[src/design/imu_sync_frame_parser_top_defines.svh]
// Assertion macros shared by the frame parser modules.
// Needs a clock named clk and an active-low reset named rst_n in the using module.
`ifndef IMU_SYNC_FRAME_PARSER_TOP_DEFINES_SVH
`define IMU_SYNC_FRAME_PARSER_TOP_DEFINES_SVH

`ifndef NO_ASSERTIONS

// Checks a property on every rising clock edge outside reset.
`define IMU_SFP_ASSERT(label, prop) \
    label: assert property (@(posedge clk) disable iff (!rst_n) (prop)) \
        else $error("imu_sfp assertion failed");

// Checks that a condition never holds.
`define IMU_SFP_NEVER(label, cond) \
    label: assert property (@(posedge clk) disable iff (!rst_n) !(cond)) \
        else $error("imu_sfp forbidden condition seen");

`else

`define IMU_SFP_ASSERT(label, prop)
`define IMU_SFP_NEVER(label, cond)

`endif

`endif

[src/design/imu_sfp_pkg.sv]
// Shared constants and types of the sync frame parser.
// No dependencies; used by the top level and the result buffer.
package imu_sfp_pkg;

    localparam logic [7:0] HDR_FIRST     = 8'h7F;
    localparam logic [7:0] HDR_SECOND    = 8'h80;
    localparam int         FRAME_BYTES   = 23;
    localparam int         PAYLOAD_BYTES = 20;
    localparam int         WORD_COUNT    = 9;
    // The oldest window byte is never read, so the chain keeps one byte less.
    localparam int         CELL_COUNT    = FRAME_BYTES - 1;
    localparam int         SEEN_W        = 9;
    localparam logic [SEEN_W-1:0] SEEN_MAX = {SEEN_W{1'b1}};
    localparam logic [7:0] LIMIT_RESET   = 8'd64;

    localparam logic STATUS_FRAME = 1'b0;
    localparam logic STATUS_ERROR = 1'b1;

    typedef logic [15:0] word_t;

    typedef struct packed {
        logic                        status;
        logic [WORD_COUNT-1:0][15:0] words;
    } result_t;

endpackage

[src/design/imu_sfp_cell.sv]
// One byte cell of the sliding window chain.
// Depends on nothing but its neighbor's byte; no package content used.
module imu_sfp_cell (
    input  logic       clk,
    input  logic       rst_n,
    input  logic       shift_en,
    input  logic       clr,
    input  logic [7:0] d_in,
    output logic [7:0] q
);

    logic [7:0] byte_reg;
    logic [7:0] byte_next;

    always_comb
    begin
        byte_next = byte_reg;
        if (shift_en)
        begin
            byte_next = clr ? 8'd0 : d_in;
        end
    end

    always_ff @(posedge clk or negedge rst_n)
    begin
        if (!rst_n)
        begin
            byte_reg <= 8'd0;
        end
        else
        begin
            byte_reg <= byte_next;
        end
    end

    assign q = byte_reg;

endmodule

[src/design/imu_sfp_outbuf.sv]
// Two-entry result buffer: output register plus a skid register.
// Uses imu_sfp_pkg for the result type and the assertion macro header.
`include "imu_sync_frame_parser_top_defines.svh"

module imu_sfp_outbuf (
    input  logic                  clk,
    input  logic                  rst_n,
    input  logic                  res_valid,
    input  imu_sfp_pkg::result_t  res,
    input  logic                  out_stall,
    output logic                  out_valid,
    output imu_sfp_pkg::result_t  out_res,
    output logic                  full
);
    import imu_sfp_pkg::*;

    logic    out_valid_reg;
    logic    out_valid_next;
    logic    skid_valid_reg;
    logic    skid_valid_next;
    result_t out_reg;
    result_t out_next;
    result_t skid_reg;
    result_t skid_next;
    logic    out_free;

    assign out_free = !out_valid_reg || !out_stall;

    always_comb
    begin
        out_valid_next  = out_valid_reg;
        skid_valid_next = skid_valid_reg;
        out_next        = out_reg;
        skid_next       = skid_reg;
        if (out_free)
        begin
            if (skid_valid_reg)
            begin
                out_valid_next  = 1'b1;
                out_next        = skid_reg;
                skid_valid_next = res_valid;
                skid_next       = res;
            end
            else
            begin
                out_valid_next = res_valid;
                out_next       = res;
            end
        end
        else if (res_valid)
        begin
            // The output register is held, so the new result waits in the skid.
            skid_valid_next = 1'b1;
            skid_next       = res;
        end
    end

    always_ff @(posedge clk or negedge rst_n)
    begin
        if (!rst_n)
        begin
            out_valid_reg  <= 1'b0;
            skid_valid_reg <= 1'b0;
        end
        else
        begin
            out_valid_reg  <= out_valid_next;
            skid_valid_reg <= skid_valid_next;
        end
    end

    always_ff @(posedge clk)
    begin
        out_reg  <= out_next;
        skid_reg <= skid_next;
    end

    assign out_valid = out_valid_reg;
    assign out_res   = out_reg;
    assign full      = skid_valid_reg;

    `IMU_SFP_ASSERT(a_skid_behind_out, skid_valid_reg |-> out_valid_reg)
    `IMU_SFP_NEVER(a_no_result_when_full, res_valid && skid_valid_reg)
    `IMU_SFP_ASSERT(a_skid_fill_on_hold,
        $rose(skid_valid_reg) |-> $past(out_valid_reg && out_stall))

endmodule

[src/design/imu_sync_frame_parser_top.sv]
// Top level of the sync frame parser: window chain, search control, result buffer.
// Depends on imu_sfp_pkg, imu_sfp_cell, imu_sfp_outbuf and the assertion header.
//
//   Channel  Signals                          Direction  Moves
//   input    in_valid, in_stall, data_byte,   in         one stream byte per transfer
//            restart
//   output   out_valid, out_stall, status,    out        one frame or error result
//            accel_*, gyro_*, *_angle
//   config   cfg_wr_en, cfg_wr_data           in         search_limit write
//
// One byte is taken per cycle while in_stall is low. The result of the byte that ends
// the search goes to the output register, or to the skid while the output is held.
// Reset clears the window cells, sum, byte count, done flag, and sets the limit to 64.
// A stalled output holds its result while one more result can wait in the skid;
// the input stalls only while that skid register is occupied.
`include "imu_sync_frame_parser_top_defines.svh"

module imu_sync_frame_parser_top (
    input  logic        clk,
    input  logic        rst_n,
    input  logic        cfg_wr_en,
    input  logic [7:0]  cfg_wr_data,
    input  logic        in_valid,
    output logic        in_stall,
    input  logic [7:0]  data_byte,
    input  logic        restart,
    output logic        out_valid,
    input  logic        out_stall,
    output logic        status,
    output logic [15:0] accel_x,
    output logic [15:0] accel_y,
    output logic [15:0] accel_z,
    output logic [15:0] gyro_x,
    output logic [15:0] gyro_y,
    output logic [15:0] gyro_z,
    output logic [15:0] roll_angle,
    output logic [15:0] pitch_angle,
    output logic [15:0] azimuth_angle
);
    import imu_sfp_pkg::*;

    logic [7:0]        limit_reg;
    logic [7:0]        limit_next;
    logic [7:0]        sum_reg;
    logic [7:0]        sum_next;
    logic [SEEN_W-1:0] seen_reg;
    logic [SEEN_W-1:0] seen_next;
    logic              done_reg;
    logic              done_next;

    logic [7:0]        win [CELL_COUNT];
    logic              in_fire;
    logic              active;
    logic              buf_full;
    logic [7:0]        sum_prev;
    logic [7:0]        drop_byte;
    logic [SEEN_W-1:0] seen_prev;
    logic [SEEN_W-1:0] seen_new;
    logic [SEEN_W-1:0] cand_k;
    logic              win_full;
    logic              frame_ok;
    logic              limit_hit;
    logic              res_valid;
    result_t           res;
    result_t           out_res;

    assign in_stall = buf_full;
    assign in_fire  = in_valid && !in_stall;
    // A restart byte clears the done flag before it is taken in.
    assign active   = in_fire && (restart || !done_reg);

    genvar gi;
    generate
        for (gi = 0; gi < CELL_COUNT; gi++)
        begin : g_cell
            if (gi == 0)
            begin : g_head
                imu_sfp_cell u_cell (
                    .clk      (clk),
                    .rst_n    (rst_n),
                    .shift_en (active),
                    .clr      (1'b0),
                    .d_in     (data_byte),
                    .q        (win[gi])
                );
            end
            else
            begin : g_body
                imu_sfp_cell u_cell (
                    .clk      (clk),
                    .rst_n    (rst_n),
                    .shift_en (active),
                    .clr      (restart),
                    .d_in     (win[gi-1]),
                    .q        (win[gi])
                );
            end
        end
    endgenerate

    assign sum_prev  = restart ? 8'd0 : sum_reg;
    assign drop_byte = restart ? 8'd0 : win[PAYLOAD_BYTES-1];
    assign seen_prev = restart ? '0 : seen_reg;
    assign seen_new  = (seen_prev == SEEN_MAX) ? seen_prev : seen_prev + SEEN_W'(1);
    assign win_full  = seen_new >= SEEN_W'(FRAME_BYTES);
    assign cand_k    = seen_new - SEEN_W'(FRAME_BYTES);

    // The window is read before the shift: old entry j becomes entry j + 1.
    assign frame_ok  = (cand_k < {1'b0, limit_reg})
                    && (win[FRAME_BYTES-2] == HDR_FIRST)
                    && (win[FRAME_BYTES-3] == HDR_SECOND)
                    && (~sum_prev == data_byte);
    assign limit_hit = ({1'b0, cand_k} + (SEEN_W+1)'(1)) >= (SEEN_W+1)'(limit_reg);
    assign res_valid = active && win_full && (frame_ok || limit_hit);

    always_comb
    begin
        res.status = frame_ok ? STATUS_FRAME : STATUS_ERROR;
        for (int i = 0; i < WORD_COUNT; i++)
        begin
            if (frame_ok)
            begin
                res.words[i] = {win[PAYLOAD_BYTES-2-2*i], win[PAYLOAD_BYTES-1-2*i]};
            end
            else
            begin
                res.words[i] = 16'd0;
            end
        end
    end

    always_comb
    begin
        limit_next = cfg_wr_en ? cfg_wr_data : limit_reg;
        sum_next   = sum_reg;
        seen_next  = seen_reg;
        done_next  = done_reg;
        if (active)
        begin
            sum_next  = sum_prev + data_byte - drop_byte;
            seen_next = seen_new;
            done_next = res_valid;
        end
    end

    always_ff @(posedge clk or negedge rst_n)
    begin
        if (!rst_n)
        begin
            limit_reg <= LIMIT_RESET;
            sum_reg   <= 8'd0;
            seen_reg  <= '0;
            done_reg  <= 1'b0;
        end
        else
        begin
            limit_reg <= limit_next;
            sum_reg   <= sum_next;
            seen_reg  <= seen_next;
            done_reg  <= done_next;
        end
    end

    imu_sfp_outbuf u_outbuf (
        .clk       (clk),
        .rst_n     (rst_n),
        .res_valid (res_valid),
        .res       (res),
        .out_stall (out_stall),
        .out_valid (out_valid),
        .out_res   (out_res),
        .full      (buf_full)
    );

    assign status        = out_res.status;
    assign accel_x       = out_res.words[0];
    assign accel_y       = out_res.words[1];
    assign accel_z       = out_res.words[2];
    assign gyro_x        = out_res.words[3];
    assign gyro_y        = out_res.words[4];
    assign gyro_z        = out_res.words[5];
    assign roll_angle    = out_res.words[6];
    assign pitch_angle   = out_res.words[7];
    assign azimuth_angle = out_res.words[8];

    `IMU_SFP_ASSERT(a_done_after_result, res_valid |=> done_reg)
    `IMU_SFP_ASSERT(a_done_holds, done_reg && !(in_fire && restart) |=> done_reg)
    `IMU_SFP_ASSERT(a_no_early_result,
        (in_fire && !restart && (seen_reg < SEEN_W'(FRAME_BYTES - 1))) |-> !res_valid)

endmodule

[config.mk]
export PLATFORM = sky130hd
export DESIGN_NAME = imu_sync_frame_parser_top
export DESIGN_NICKNAME = d
export VERILOG_FILES = /design/src/design/imu_sfp_pkg.sv /design/src/design/imu_sfp_cell.sv /design/src/design/imu_sfp_outbuf.sv /design/src/design/imu_sync_frame_parser_top.sv
export VERILOG_INCLUDE_DIRS = /design/src /design/src/design
export SDC_FILE = /design/constraint.sdc
export NUM_CORES = 1
export LEC_CHECK = 0
export BUFFER_PORTS_ARGS = -buffer_cell sky130_fd_sc_hd__buf_2
export CAP_MARGIN = 20
export CORE_ASPECT_RATIO = 2
export CORE_MARGIN = 4
export CORE_UTILIZATION = 40
export DETAILED_ROUTE_END_ITERATION = 6
export GPL_TIMING_DRIVEN = 0
export HOLD_SLACK_MARGIN = 0.15
export SLEW_MARGIN = 20
export SYNTH_ARGS = -nofsm -noshare
export SYNTH_HDL_FRONTEND = slang
export SYNTH_SLANG_ARGS = --single-unit
[constraint.sdc]
create_clock -name clk -period 21.9 [get_ports clk]
set_input_delay 2.19 -clock clk [delete_from_list [all_inputs] [get_ports clk]]
set_output_delay 2.19 -clock clk [all_outputs]
set_load 0.05 [all_outputs]
==> impl_metrics.yaml, run 1 <==
critical_path:
  crit_path_top_delay_cell: "or4_4"
  cp_num_buf_inv: 10
  startpoint_type: "primary input"
  cp.depth: 28
  cp-end-kind: "flip-flop"
  path_class: "primary input to flip-flop"
  slowest_delay_ns: 0.61
  reg2regPathDepth: 24
  crit_top_cell: "buf_2"
  cp_max_fo: 10
  critPathTopFamily: "simple AND/OR/NAND/NOR gates"
  arrival_ns: 9.57
  cp.required_ns: 22.18
grt:
  antenna_found_initial: 0
  grt_max_degree: 89
  grt_pass1_vias: 15300
  grt_overflow: 0
  track_usage_pct: 18.53
  grt_pass1_wl_mm: 85.55
sta:
  rsz0062_at_grt: "no"
  fin_skew_ns: 0.01508
  fmax_mhz: 107.6
  setup_viol: 0
  worst_slew_margin_rel_pct: 37.34
  drv_slew: 0
  setup_tns_ns: 0
  tightest_slew_ns: 0.9399
  period_needed_ns: 9.296
  hold_violations: 0
  period_share_pct: 42.45
layout:
  seq_area_mm2: 0.01381
  multi_input_area_mm2: 0.006485
  fin_cells: 2829
  largest_reg_flops: 168
  fillers: 4867
  stdcell_area_mm2: 0.02508
  drive_above_1_share_pct: 18.44
  area_delta_synth_final_pct: 15.86
  fin_nets: 2180
  antennaDiodeCount: 0
clocking:
  cts_hold_buf: 0
  htree_levels: 2
  cts_sinks: 494
  cts_tree: "yes"
  insertion_delay_ns: 0.56
  cts_setup_buffers: 0
  numCtsBuffers: 44
  ctsResizeCount: 0
  path_clk_slew_ns: 0.07
  cts_root_buffer: "clkbuf_16"
  cts_buffer_depth: 3
synthesis:
  synth_most_common_cell: "nand2_1"
  ys_warn_count: 0
  synth_nets: 1956
  yosys.area.top_type: "edfxtp_1"
  synth_async_sr_flop_share_pct: 41.30
  ys_ff_latch: 494
  ys_seq_area_share_pct: 63.81
  synth.area.top_cells: "edfxtp_1, dfrtp_1, o31ai_1"
  synth_top_flop_cell: "edfxtp_1"
  synth.top_cell.area_share_pct: 40.22
  synth_edf_count: 290
  netlist_instances: 1900
  synthDistinctLibCells: 58
  syn_area_per_cell_um2: 11.39
  syn-cell-area_mm2: 0.02165
  synth.top_cells.by_count: "nand2_1, edfxtp_1, o31ai_1, dfrtp_1, inv_1"
floorplan:
  die-area_mm2: 0.05814
  initial_utilization_pct: 40.39
  core-area_mm2: 0.05360
  die_h_um: 337.0
  num_rows: 120
  ios: 169
  fp.dieW_um: 172.5
pwr:
  vdd_ir_drop_max_mv: 0.06578
  finalPower_w: 0.001916
  power_density_mw_per_mm2: 76.40
  p_leak_nw: 10.09
place:
  dp_cells: 2749
  routabilityCongestion: 0.8460
  portBuffers: 167
  dp_hpwl_mm: 40.70
  placed_area_mm2: 0.02365
outcome:
  status: "complete, no violations"
run:
  cap_violations: 0
detailed_routing:
  drc_errors: 0
  num_vias: 14826
  avgRoutedWirePerCell_um: 19.33
  ant_nets: 0
  drt_iter0_drc: 838
  vias_per_cell: 5.241
  finalWirelength_mm: 54.69
  firstDrtPassIters: 5
worst_hold_path:
  hold_depth: 2
  hp-class: "flip-flop to flip-flop"
## stage by stage
step	hold WS, ns	util (%)	setup slack [ns]
3_3_place_gp	0.4588	43.52	1.662
6_report	0.4744	46.80	12.60
4_1_cts	0.4802	46.80	12.63
3_5_place_dp	0.4629	44.13	12.04
2_1_floorplan	0.4460	-	6.594
5_1_grt	0.4986	46.80	12.30
## power by group
group	leakage [nW]	switching (W)	internal, W
Sequential	6.26	0.00000857	0.000991
Clock	0.688	0.000347	0.000436
Combinational	3.15	0.0000869	0.0000469
Total	10.1	0.000442	0.00147
## path summary, 6_finish.rpt
check / startpoint / end / slack [ns]
max: restart / u_outbuf.out_res[115]$_DFFE_PP_ / 12.60
min: g_cell[7].g_body.u_cell.q[4]$_DFFE_PN0P_ / g_cell[7].g_body.u_cell.q[4]$_DFFE_PN0P_ / 0.47
max reg2reg: seen_reg[0]$_DFFE_PN0P_ / u_outbuf.out_res[115]$_DFFE_PP_ / 15.17
min reg2reg: g_cell[7].g_body.u_cell.q[4]$_DFFE_PN0P_ / g_cell[7].g_body.u_cell.q[4]$_DFFE_PN0P_ / 0.47
max in group asynchronous: rst_n / g_cell[14].g_body.u_cell.q[3]$_DFFE_PN0P_ / 19.20
min in group asynchronous: rst_n / g_cell[1].g_body.u_cell.q[2]$_DFFE_PN0P_ / 1.49
## cell type report
class / instances / area share, %
inverters: 177 / 2.649
flip-flops and latches: 494 / 55.08
multi-input cells: 1092 / 25.85
clock buffers: 61 / 4.983
repair buffers: 178 / 4.549
plain buffers: 137 / 2.823
well taps: 671 / 3.347
clock inverters: 19 / 0.7183
## cells in the final DEF (no fill, tap or decap), drive strengths merged, types with 5 or more instances in the layout
master / instances
a21o: 5
a21oi: 20
a31oi: 9
buf: 215
clkbuf: 161
clkinv: 10
clkinvlp: 5
dfrtp: 203
edfxtp: 290
fa: 7
ha: 27
inv: 178
mux2: 11
nand2: 387
nand2b: 8
nand3: 14
nand4: 7
nor2: 169
nor3: 7
nor4: 8
o21ai: 56
o31ai: 281
or3: 5
xnor2: 13
xor2: 11
## worst reg2reg max path, stage by stage (launching register included)
cell      delay [ns]
dfrtp_1         0.32
buf_2           0.17
inv_1           0.08
nor2_1          0.17
ha_1            0.21
nand2b_1        0.08
nor3b_1         0.30
buf_2           0.29
mux2_2          0.41
inv_1           0.18
ha_1            0.24
or4bb_1         0.50
o21ai_1         0.17
or3_1           0.22
a21oi_1         0.10
xor2_1          0.34
ha_1            0.32
nand3_1         0.16
nand3_1         0.12
nor4_1          0.30
nand4_1         0.21
or4_4           0.61
buf_6           0.18
buf_2           0.21
o31ai_1         0.58
## routing by layer
| layer | wire length (µm) | up-vias | share of wire, % | track usage (%) |
|---|---|---|---|---|
| li1 | - | 7051 | - | - |
| met1 | 20760 | 7273 | 38 | 20.62 |
| met2 | 29240 | 383 | 53 | 35.22 |
| met3 | 2317 | 119 | 4.2 | 2.659 |
| met4 | 2377 | 0 | 4.3 | 7.890 |
| met5 | 0 | - | 0 | 0 |
## kinds of logic (layout without fill, tap and decap cells)
kind of cell    after synthesis  in the layout  synth area share, %
compound gates              391            391                12.76
xor+xnor                     24             24               0.9709
fa+ha+maj                    34             34                2.208
buf+inv                     314            572                6.340
flops                       494            494                63.81
mux                          15             15               0.7571
simple gates                628            628                13.16
(Power assumes the default switching activity.)
==> run 2: changes to the inputs <==
Clock period 21.9 ns to 8.6 ns, I/O delays scaled along.
==> run 2 against run 1 <==
Non-clock buffer count increased by 6; via count is 0.15% lower; global-route usage rose by 0.13 points; routed wire length is 1.0% higher; highest routed layer unchanged.
==> impl_metrics.yaml, run 2 (same netlist as run 1, synthesis figures left out) <==
outcome:
  status: "complete, no violations"
grt:
  grt_pass1_wl_mm: 86.06
  grt_max_degree: 88
  antenna_found_initial: 0
  track_usage_pct: 18.66
  grt_pass1_vias: 15158
  grt_overflow: 0
detailed_routing:
  avgRoutedWirePerCell_um: 19.50
  num_vias: 14804
  firstDrtPassIters: 5
  vias_per_cell: 5.224
  drt_iter0_drc: 883
  finalWirelength_mm: 55.25
  ant_nets: 0
  drc_errors: 0
floorplan:
  die-area_mm2: 0.05814
  ios: 169
  initial_utilization_pct: 40.39
  num_rows: 120
  die_h_um: 337.0
  fp.dieW_um: 172.5
  core-area_mm2: 0.05360
layout:
  area_delta_synth_final_pct: 16.29
  antennaDiodeCount: 0
  fin_nets: 2186
  stdcell_area_mm2: 0.02518
  final_common_cell: "nand2_1"
  mostFrequentLayoutCells: "nand2_1, edfxtp_1, o31ai_1"
  multi_input_area_mm2: 0.006485
  seq_area_mm2: 0.01381
  drive_above_1_share_pct: 18.63
  fillers: 4838
  largest_reg_flops: 168
critical_path:
  cp.required_ns: 8.87
  startpoint_type: "primary input"
  r2r_start: "seen_reg[0]$_DFFE_PN0P_"
  arrival_ns: 8.20
  path_class: "primary input to flip-flop"
  cp-end-kind: "flip-flop"
  cp_max_fo: 10
  crit_start: "restart"
sta:
  setup_tns_ns: 0
  hold_violations: 0
  fin_skew_ns: 0.02792
  rsz0062_at_grt: "no"
  tightest_slew_ns: 0.9213
  drv_slew: 0
  setup_viol: 0
  period_needed_ns: 7.923
  period_share_pct: 92.13
  fmax_mhz: 126.2
  worst_slew_margin_rel_pct: 38.58
clocking:
  insertion_delay_ns: 0.57
  path_clk_slew_ns: 0.07
  cts_tree: "yes"
  htree_levels: 2
  ctsResizeCount: 0
  numCtsBuffers: 44
  cts_buffer_depth: 3
  cts_sinks: 494
  cts_root_buffer: "clkbuf_16"
pwr:
  intPower_w: 0.003792
  p_leak_nw: 10.16
  power_density_mw_per_mm2: 195.3
  vdd_ir_drop_max_mv: 0.1723
  p_switching_w: 0.001125
  p_comb_share_pct: 6.9
  switching_share_pct: 22.88
  seq_power_share_pct: 51.8
  p_clk_share_pct: 41.3
place:
  routabilityCongestion: 0.8541
  placed_area_mm2: 0.02365
  portBuffers: 167
  dp_hpwl_mm: 41.27
worst_hold_path:
  hp-class: "primary input to asynchronous set/reset pin"
run:
  cap_violations: 0
[run 2: cell count changes in the layout (fill, tap and decap cells not counted), sizes merged]
cell,previous run,this run
clkinv,10,6
buf,215,221
inv,178,180
clkbuf,161,165
clkinvlp,5,2
[run 2: routing by layer]
layer	wire length, µm	vias up	global-route usage, %
met3	2225	99	2.356
met5	0	-	0
li1	-	7050	-
met2	30050	360	36.09
met1	21090	7295	20.96
met4	1884	0	6.717
[run 2: cell type report]
class / count / area share [%]
buffer: 137 / 2.813
clock buffer: 65 / 5.174
inverter: 177 / 2.639
clock inverter: 14 / 0.6461
timing repair buffer: 184 / 4.761
sequential: 494 / 54.87
tap: 671 / 3.335
multi-input combinational: 1092 / 25.76
[run 2: power by group through the flow]
stage          Clock (W)  Combinational [W]  Sequential, W
6_report         0.00203           0.000341        0.00255
2_1_floorplan          0           0.000234        0.00259
3_3_place_gp           0           0.000327        0.00259
3_5_place_dp           0           0.000341        0.00260
4_1_cts          0.00207           0.000343        0.00255
5_1_grt          0.00216           0.000384        0.00255
[run 2: what timing repair did]
| action | in CTS | in global routing |
|---|---|---|
| setup buffers | 0 | 6 |
| setup endpoints to repair | 0 | 16 |
| hold buffers | 0 | 0 |
[run 2: path summary, 6_finish.rpt]
path | slack, ns | cells past startpoint | end
worst max-delay path | 0.68 | 28 | u_outbuf.out_res[115]$_DFFE_PP_
worst min-delay path | 0.21 | 1 | g_cell[4].g_body.u_cell.q[4]$_DFFE_PN0P_
worst min register to register | 0.47 | 2 | g_cell[11].g_body.u_cell.q[6]$_DFFE_PN0P_
max in group asynchronous | 7.20 | 3 | g_cell[14].g_body.u_cell.q[0]$_DFFE_PN0P_
min in group clk | 0.47 | 2 | g_cell[11].g_body.u_cell.q[6]$_DFFE_PN0P_
worst max register to register | 1.90 | 24 | u_outbuf.out_res[115]$_DFFE_PP_
[run 2: per-stage QoR]
stage	power, W	hold slack, ns	setup slack, ns	std cells	util [%]
floorplan	0.002823	0.4460	0.1136	1900	-
global placement	0.002921	0.4590	-2.352	2738	43.54
detailed placement	0.002937	0.4658	-0.08794	2749	44.13
CTS	0.004963	0.2171	0.4926	2828	46.86
global route	0.005096	0.2457	0.3198	2834	46.97
finish	0.004917	0.2089	0.6768	2834	46.97
[run 2: worst max-delay path, cell delays in order]
cell	delay, ns
buf_2	0.15
buf_2	0.21
inv_1	0.09
clkbuf_1	0.49
clkbuf_1	0.52
nand2_1	0.16
inv_1	0.09
ha_1	0.18
nand2b_1	0.08
nor3b_1	0.31
buf_2	0.28
mux2_2	0.41
inv_1	0.17
ha_1	0.24
or4bb_1	0.50
o21ai_1	0.18
or3_1	0.23
a21oi_1	0.10
xor2_1	0.34
ha_1	0.31
nand3_1	0.14
nand3_1	0.11
nor4_1	0.29
nand4_1	0.19
or4_4	0.61
buf_6	0.17
buf_2	0.20
o31ai_1	0.54
==> run 3: changes to the inputs <==
Clock period 8.6 ns to 10 ns, I/O delays scaled along.
==> run 3 against run 2 <==
Non-clock buffer count is 6 lower; critical path type unchanged; hold slack better by 0.14 ns; critical path depth rose by 3; routed wire length decreased by 0.20%; sequential share of layout area increased by 0.13 points; critical endpoint is now u_outbuf.skid_reg[106]$_DFFE_PP_; clock-buffer cell count stayed put.
==> impl_metrics.yaml, run 3 (same netlist as run 1, synthesis figures left out) <==
sta:
  setup_tns_ns: 0
  period_needed_ns: 8.263
  worst_slew_margin_rel_pct: 38.50
  hold_violations: 0
  fmax_mhz: 121.0
  rsz0062_at_grt: "no"
  drv_slew: 0
  setup_viol: 0
  fin_skew_ns: 0.02630
  worst_slack_ns: 1.737
  period_share_pct: 82.63
  tightest_slew_ns: 0.9225
clocking:
  cts_buffer_depth: 3
  cts_sinks: 494
  cts_tree: "yes"
  ctsResizeCount: 0
  numCtsBuffers: 44
  path_clk_slew_ns: 0.07
  cts_root_buffer: "clkbuf_16"
  cts_hold_buf: 0
  cts_setup_buffers: 0
  htree_levels: 2
  insertion_delay_ns: 0.57
pwr:
  seq_power_share_pct: 51.8
  p_leak_nw: 10.12
  vdd_ir_drop_max_mv: 0.1459
  p_clk_share_pct: 41.3
  intPower_w: 0.003261
  power_density_mw_per_mm2: 168.3
  p_comb_share_pct: 6.9
  p_switching_w: 0.0009667
  switching_share_pct: 22.87
layout:
  area_delta_synth_final_pct: 16.02
  seq_area_mm2: 0.01381
  multi_input_area_mm2: 0.006485
  fin_util_pct: 46.86
  drive_above_1_share_pct: 18.41
  fin_nets: 2180
  final_common_cell: "nand2_1"
  stdcell_area_mm2: 0.02512
  antennaDiodeCount: 0
  fillers: 4842
  mostFrequentLayoutCells: "nand2_1, edfxtp_1, o31ai_1"
  largest_reg_flops: 168
grt:
  grt_pass1_wl_mm: 86.06
  grt_pass1_vias: 15158
  antenna_found_initial: 0
  grt_overflow: 0
  grt_max_degree: 88
  track_usage_pct: 18.66
critical_path:
  crit_top_cell: "buf_16"
  r2r_start: "seen_reg[0]$_DFFE_PN0P_"
  crit_start: "restart"
  startpoint_type: "primary input"
  slowest_delay_ns: 0.67
  crit_path_top_delay_cell: "a31oi_4"
  arrival_ns: 8.53
  path_class: "primary input to flip-flop"
  cp.required_ns: 10.27
  cp-end-kind: "flip-flop"
  cp_max_fo: 19
place:
  routabilityCongestion: 0.8541
  placed_area_mm2: 0.02365
  portBuffers: 167
  dp_hpwl_mm: 41.27
  dpl_worst_slack_ns: 1.172
floorplan:
  initial_utilization_pct: 40.39
  die_h_um: 337.0
  die-area_mm2: 0.05814
  ios: 169
  core-area_mm2: 0.05360
  num_rows: 120
  fp.dieW_um: 172.5
detailed_routing:
  avgRoutedWirePerCell_um: 19.50
  vias_per_cell: 5.236
  num_vias: 14807
  drc_errors: 0
  drt_iter0_drc: 872
  firstDrtPassIters: 5
  ant_nets: 0
  finalWirelength_mm: 55.14
outcome:
  status: "complete, no violations"
worst_hold_path:
  hp-class: "primary input to asynchronous set/reset pin"
run:
  cap_violations: 0
[run 3: changes by cell type in the layout (fill, tap and decap cells not counted)]
cell	change
buf_4	-5
buf_12	-1
[run 3: final cells by class]
cell class | count | share of cell area, %
sequential | 494 | 55.00
multi-input combinational | 1092 | 25.82
buffer | 137 | 2.819
timing repair buffer | 178 | 4.543
tap | 671 | 3.342
clock inverter | 14 | 0.6476
clock buffer | 65 | 5.186
inverter | 177 | 2.645
[run 3: worst max-delay path, delay by kind of cell]
family / cells / cell delay (ns)
and+or+nand+nor: 11 / 2.47
muxes: 1 / 0.41
xor gates and xnor gates: 1 / 0.22
adders and majority gates: 3 / 0.64
buffers and inverters: 12 / 2.78
AOI/OAI and AO/OA: 3 / 0.95
[run 3: power by group through the flow]
| stage | registers (W) | clock network, W | logic [W] |
|---|---|---|---|
| after floorplan | 0.00223 | 0 | 0.000201 |
| after global placement | 0.00223 | 0 | 0.000281 |
| after detailed placement | 0.00223 | 0 | 0.000293 |
| after CTS | 0.00219 | 0.00178 | 0.000295 |
| after global routing | 0.00219 | 0.00186 | 0.000330 |
| final | 0.00219 | 0.00175 | 0.000292 |
[run 3: per-layer routing]
metal | vias to the layer above | global-route usage [%] | wire length, µm
met4 | 0 | 6.717 | 1870
met3 | 100 | 2.356 | 2200
met2 | 355 | 36.09 | 30050
met5 | - | 0 | 0
li1 | 7030 | - | -
met1 | 7322 | 20.96 | 21020
[run 3: worst paths after layout]
check	end	slack (ns)	cells past startpoint
worst max-delay path	u_outbuf.skid_reg[106]$_DFFE_PP_	1.74	31
worst min-delay path	g_cell[4].g_body.u_cell.q[4]$_DFFE_PN0P_	0.35	1
worst max register to register	u_outbuf.skid_reg[106]$_DFFE_PP_	3.12	27
worst min register to register	g_cell[11].g_body.u_cell.q[6]$_DFFE_PN0P_	0.48	2
max in group asynchronous	g_cell[14].g_body.u_cell.q[0]$_DFFE_PN0P_	8.49	3
min in group clk	g_cell[11].g_body.u_cell.q[6]$_DFFE_PN0P_	0.48	2
[run 3: stage by stage]
stage               power (W)  std cells  hold WS (ns)
floorplan            0.002428       1900        0.4460
global placement     0.002512       2738        0.4590
detailed placement   0.002526       2749        0.4658
CTS                  0.004268       2828        0.3571
global route         0.004383       2828        0.3857
finish               0.004227       2828        0.3469
